## config.mk

```make
export PLATFORM = sky130hd
export DESIGN_NAME = wbaes_front_flat
export DESIGN_NICKNAME = d
export VERILOG_FILES = /design/src/hdl/wbaes_pkg.sv /design/src/hdl/wbaes_if.sv /design/src/hdl/wbaes_front.sv /design/src/flat_wrapper.sv
export SDC_FILE = /design/constraint.sdc
export NUM_CORES = 1
export LEC_CHECK = 0
export ABC_CLOCK_PERIOD_IN_PS = 3370
export CORE_MARGIN = 10
export CORE_UTILIZATION = 45
export DETAILED_ROUTE_END_ITERATION = 7
export DONT_BUFFER_PORTS = 1
export SYNTH_ARGS = -nofsm -noshare
export SYNTH_HDL_FRONTEND = slang
export SYNTH_SLANG_ARGS = --single-unit
```

## constraint.sdc

```tcl
create_clock -name clk -period 3.37 [get_ports clk]
set_input_delay 0.674 -clock clk [delete_from_list [all_inputs] [get_ports clk]]
set_output_delay 0.674 -clock clk [all_outputs]
set_load 0.01 [all_outputs]
```

## src/hdl/wbaes_pkg.sv

```systemverilog
package wbaes_pkg;

    localparam int TableBytes  = 188464;
    localparam int AddrW       = 18;
    localparam int MixBase     = 10 * 16 * 256;
    localparam int MaskInBase  = MixBase + 9 * 16 * 256 * 4;
    localparam int MaskOutBase = MaskInBase + 16;
    localparam int QueueDepth  = 2;

    typedef enum logic [1:0] {
        OP_TABLE   = 2'd0,
        OP_COUNTER = 2'd1,
        OP_DECRYPT = 2'd2,
        OP_NONE    = 2'd3
    } op_t;

    // classified request between front and back
    typedef struct packed {
        logic       is_table;
        logic       is_counter;
        logic       is_decrypt;
        logic [AddrW-1:0] address;
        logic [7:0] data_byte;
        logic       last;
    } cmd_t;

    typedef enum logic [2:0] {
        ST_IDLE,
        ST_MASK_IN,
        ST_MIX,
        ST_FINAL,
        ST_MASK_OUT,
        ST_OUT
    } state_t;

    // source byte of state for shiftrows
    function automatic logic [3:0] shifted_src(input logic [1:0] col, input logic [1:0] row);
        logic [1:0] c;
        c = col + row;
        return {c, row};
    endfunction

endpackage

```

## src/hdl/wbaes_if.sv

```systemverilog
interface wbaes_in_if;
    logic        valid;
    logic        ready;
    logic [1:0]  operation;
    logic [17:0] address;
    logic [7:0]  data_byte;
    logic        end_of_payload;
    modport source (output valid, operation, address, data_byte, end_of_payload, input ready);
    modport sink (input valid, operation, address, data_byte, end_of_payload, output ready);
endinterface


```

## src/hdl/wbaes_front.sv

```systemverilog
module wbaes_front
    import wbaes_pkg::*;
(
    input  logic       clk,
    input  logic       rst_n,
    wbaes_in_if.sink   in_ch,
    output logic       cmd_valid,
    output cmd_t       cmd,
    input  logic       cmd_pop
);
    cmd_t       q_reg [QueueDepth];
    logic       wr_ptr_reg;
    logic       rd_ptr_reg;
    logic [1:0] cnt_reg;
    cmd_t       c;
    logic       push;

    // classify the incoming request
    always_comb
    begin
        c.is_table   = (op_t'(in_ch.operation) == OP_TABLE) && (in_ch.address < AddrW'(TableBytes));
        c.is_counter = (op_t'(in_ch.operation) == OP_COUNTER) && (in_ch.address < AddrW'(16));
        c.is_decrypt = (op_t'(in_ch.operation) == OP_DECRYPT);
        c.address    = in_ch.address;
        c.data_byte  = in_ch.data_byte;
        c.last       = in_ch.end_of_payload;
    end

    assign in_ch.ready = (cnt_reg != 2'd2);
    assign push        = in_ch.valid && in_ch.ready && (c.is_table || c.is_counter || c.is_decrypt);
    assign cmd_valid   = (cnt_reg != 2'd0);
    assign cmd         = q_reg[rd_ptr_reg];

    // queue storage
    always_ff @(posedge clk)
    begin
        if (push)
        begin
            q_reg[wr_ptr_reg] <= c;
        end
    end

    // queue pointers
    always_ff @(posedge clk or negedge rst_n)
    begin
        if (!rst_n)
        begin
            wr_ptr_reg <= 1'b0;
            rd_ptr_reg <= 1'b0;
            cnt_reg    <= 2'd0;
        end
        else
        begin
            if (push)
            begin
                wr_ptr_reg <= ~wr_ptr_reg;
            end
            if (cmd_pop)
            begin
                rd_ptr_reg <= ~rd_ptr_reg;
            end
            cnt_reg <= cnt_reg + 2'(push) - 2'(cmd_pop);
        end
    end
endmodule

```

## src/flat_wrapper.sv

```systemverilog
// flat-port wrapper written by rule: the top's interface ports become plain ports
module wbaes_front_flat import wbaes_pkg::*;
  (clk, rst_n, cmd_valid, cmd, cmd_pop, in_ch_valid, in_ch_operation, in_ch_address, in_ch_data_byte, in_ch_end_of_payload, in_ch_ready);
  wbaes_in_if in_ch_i ();
  input  logic clk;
  input  logic rst_n;
  output logic cmd_valid;
  output cmd_t cmd;
  input  logic cmd_pop;
  input wire logic [$bits(in_ch_i.valid)-1:0] in_ch_valid;
  input wire logic [$bits(in_ch_i.operation)-1:0] in_ch_operation;
  input wire logic [$bits(in_ch_i.address)-1:0] in_ch_address;
  input wire logic [$bits(in_ch_i.data_byte)-1:0] in_ch_data_byte;
  input wire logic [$bits(in_ch_i.end_of_payload)-1:0] in_ch_end_of_payload;
  output wire logic [$bits(in_ch_i.ready)-1:0] in_ch_ready;
  assign in_ch_i.valid = in_ch_valid;
  assign in_ch_i.operation = in_ch_operation;
  assign in_ch_i.address = in_ch_address;
  assign in_ch_i.data_byte = in_ch_data_byte;
  assign in_ch_i.end_of_payload = in_ch_end_of_payload;
  assign in_ch_ready = in_ch_i.ready;
  wbaes_front u_core (.clk(clk), .rst_n(rst_n), .in_ch(in_ch_i), .cmd_valid(cmd_valid), .cmd(cmd), .cmd_pop(cmd_pop));
endmodule
```

; After elaboration in Yosys (flattened, before gate mapping)
; Memories as Yosys holds them, arrays and structs flattened.
; Index checks and enable logic that the tools add are counted.
[totals]
register_bits = 4
memories = 1
in_bits = 33
ramBits = 60
[mem_list]
columns = name, words, width, read_ports, rd_ports_with_merged_regs, wr, line
row1 = u_core.q_reg, 2, 30, 1, 0, 1, wbaes_front.sv:11  ; cmd_t q_reg [QueueDepth];
[op_classes]
eq_ne = 3
n_addsub = 2
mux = 2
n_lt_le_gt_ge = 2
n_reduce_logical = 8
n_bitwise = 2
[op_table]
columns = cell, count
row1 = $lt 18x18->1 const B, 1
row2 = $lt 18x5->1 const B, 1
row3 = $logic_and 1x1->1, 4
row4 = $add 2x1->2, 1
row5 = $eq 2x1->1 const B, 1
row6 = $eq 2x2->1 const B, 1
row7 = $logic_not 2->1, 1
row8 = $logic_or 1x1->1, 2
row9 = $mux 1, 2
row10 = $ne 2x2->1 const B, 1
row11 = $not 1->1, 2
row12 = $reduce_bool 2->1, 1
row13 = $sub 2x1->2, 1

; Longest topological paths before layout
[logic_depth]
word_depth = 7
depth_mapped = 8
ltp_nobuf = 8

; Worst setup path after synthesis
; Ideal clock, no wire load.
[synth_timing]
path_kind = input port to flip-flop
from = input in_ch_address[8]
to = memory u_core.q_reg[0][0] (netlist name), enable pin
arrival_ns = 2.743
setup_ns = 0.417
stages = 5
path_slack_ns = 0.210
n_path_buf = 0
cell_sequence = nor4_2 > nand2_1 > nor4_2 > o311ai_2 > nor2_1
[synth_between]
elab_chain_len = 7
elab_cells_between_ends = 9
classes_between = order compare: 2 / mux: 2 / reduce/logical: 5
[synth_lines]
columns = element, line
row1 = from (decl), flat_wrapper.sv:12  ; input wire logic [$bits(in_ch_i.address)-1:0] in_ch_address;
row2 = $lt 18x18->1 / $lt 18x5->1 (equally long branches), "wbaes_front.sv:21, wbaes_front.sv:22"
row3 = $logic_and 1x1->1 (on tied branches), "wbaes_front.sv:21, wbaes_front.sv:22"
row4 = $logic_or 1x1->1 (*) (2 in a row), wbaes_front.sv:30  ; assign push = in_ch.valid && in_ch.ready && (c.is_table || c.is_counter || c.is_decrypt);
row5 = $logic_and 1x1->1 (*), wbaes_front.sv:30
row6 = $mux 1 (*), wbaes_front.sv:37  ; if (push)
row7 = $mux 1 (not written as such) (*), wbaes_front.sv:39  ; q_reg[wr_ptr_reg] <= c;
row8 = to (decl), wbaes_front.sv:11
; Every way passes the cells marked *; elsewhere a longest branch is shown, timed or not.

==> results.cfg <==
[status]
outcome = completed

[critical_path]
crit_family = flip-flops
critPathLaunch = u_core.rd_ptr_reg
reg2reg_slack_ps = 1870
critPathLaunchType = register
regToRegEndpoint = u_core.q_reg[0][17]
critPathMaxStageDelay_ps = 530
path_class = register to output pin
cp.buffers_inverters = 1
crit_path_end_kind = output pin
crit_cells = 2
worstRegToRegCells = 4
path_max_fanout = 25
timing.rr.start = u_core.cnt_reg[1]
crit_path_end = cmd[28]
path_cells = buf_4 > mux2_2
cp.arrival_ps = 1680
worstPathRequired_ps = 2700
slowest_stage = dfrtp_1

[power]
ir_worst_vdd_mv = 0.4325
leakage_nw = 0.8988
p_per_area_nw_per_um2 = 761.6

[sta]
post-route-period-util_pct = 69.95
skew_ps = 7.855
slew_viol_final = 0
relSlewSlack_pct = 72.80
hold_ws_ps = 33.41
fmax_ghz = 0.4242
period_needed_ps = 2357
tns_ps = 0
fin_ws_ps = 1013
report.final.hold_viol_count = 0
rsz0062_at_grt = no
worst_pin_slew_ps = 407.4
setup_viol = 0

[synthesis]
yosysUniqueCellTypes = 21
async_reset_ff_share_pct = 6.250
synth_top_family_by_area = multiplexers
ys_warn_count = 0
synth-compound-area-share_pct = 1.375
synth_area_um2 = 2457
syn-instance-count = 128
synth-edff-count = 60
syn_nets = 163
ys.flop_type = edfxtp_1
yosys.area_share.simple_pct = 3.971
synth_seq_area_share_pct = 77.39
synth-xor-area-share_pct = 1.426
synthMuxAreaShare_pct = 13.75
synth_fa_ha_area_share_pct = 1.018
ys_seq_elements = 64
post_synth.cell_area_avg_um2 = 19.20

[clock_network]
h-tree-depth = 3
clockRootBuffer = clkbuf_8
worstSkewPairLatency_ps = 330
clock_sinks = 64
numCtsBuffers = 9
clk_path_buf_depth = 2
path_clk_slew_ps = 70
cts_resized = 0
post_cts_buffers = 0
cts_hold_buf = 0
cts_tree = built

[layout]
finalNetCount = 176
final_common_cell = edfxtp_1
diodes = 0
seqCellArea_um2 = 1902
fin_util_pct = 52.91
fill_cells = 423
drive_above_1_share_pct = 37.24
largest_reg_flops = 60
multi_input_area_um2 = 534.3
area_growth_pct = 12.07
final_cell_mix = edfxtp_1, mux2_2, clkbuf_8

[placement]
dp_hpwl_um = 3359
port-buffer-count = 0
pre_cts_slack_ps = 988.3
gp_congestion = 0.6711

[floorplan]
start_util_pct = 47.21
die_w_um = 93.90
ioPinCount = 65
fp.dieH_um = 93.90
rows = 26
dieArea_um2 = 8816
core_um2 = 5205

[detailed_routing]
drc = 0
firstDrtPassIters = 3
viasPerCell = 5.237
num_vias = 1126
drt-total-wl_um = 4637
drt_iter0_drc = 68
routedWlPerCell_um = 21.57
ant_nets = 0

[grt]
grt_pass1_vias = 1241
grt_pass1_wl_um = 7196
antenna_found_initial = 0
gr-total-overflow = 0
grtUsageTotal_pct = 11.16
grt_max_degree = 26

[job]
drv_cap = 0

[worst_hold_path]
hold_path_class = primary input to asynchronous set/reset pin
[Yosys cell counts (all sizes together), types with 2 or more instances]
cell type / n / area [µm²]
inv: 4 / 15.01
dfrtp: 4 / 100.1
nand2: 5 / 18.77
nor4: 4 / 37.53
mux2: 30 / 337.8
ha: 2 / 25.02
xnor2: 3 / 26.28
edfxtp: 60 / 1802
o21ai: 2 / 10.01
buf: 3 / 11.26
nor2: 3 / 11.26
[per-stage QoR]
| stage | instance area (µm²) | power (mW) | cells |
|---|---|---|---|
| 3_3_place_gp | 2576 | 1.522 | 200 |
| 5_1_grt | 2754 | 2.208 | 215 |
| 6_report | 2754 | 2.097 | 215 |
| 2_1_floorplan | 2457 | 1.418 | 128 |
| 3_5_place_dp | 2576 | 1.534 | 200 |
| 4_1_cts | 2754 | 2.133 | 215 |
[how the worst min path moves through the flow]
stage / to / slack [ps] / depth (start not counted)
floorplan: u_core.cnt_reg[0] / 380 / 0
global placement: u_core.rd_ptr_reg / 380 / 0
detailed placement: u_core.cnt_reg[0] / 380 / 0
CTS: u_core.cnt_reg[0] / 10 / 0
global route: u_core.cnt_reg[0] / 2 / 0
finish: u_core.cnt_reg[0] / 30 / 0
[layout make-up]
cell class | count | share of cell area (%)
clock buffer | 11 | 4.771
tap | 70 | 3.180
inverter | 4 | 0.5452
sequential | 64 | 69.06
multi-input combinational | 57 | 19.40
clock inverter | 4 | 1.681
timing repair buffer | 5 | 1.363
[routing by layer]
| metal | track usage, % | wire (µm) |
|---|---|---|
| met5 | 0 | 0 |
| met4 | 6.076 | 46 |
| met3 | 6.795 | 488 |
| met2 | 18.09 | 2457 |
| met1 | 10.84 | 1644 |
[power by group]
group	total (mW)	switching, mW	internal [mW]	leakage (nW)
Sequential	1.02	0.0427	0.978	0.593
Clock	0.596	0.262	0.334	0.0868
Combinational	0.480	0.276	0.204	0.218
Total	2.10	0.581	1.52	0.899
[cell families (layout without fill, tap and decap cells)]
logic type / after synthesis / in the layout
adder cells (fa/ha/maj): 2 / 2
AO/OA/AOI/OAI: 4 / 4
XOR/XNOR: 4 / 4
flip-flops: 64 / 64
AND/OR/NAND/NOR: 17 / 17
multiplexers: 30 / 30
buffers and inverters: 7 / 24
Note: power is estimated with default switching activity, not from simulation.
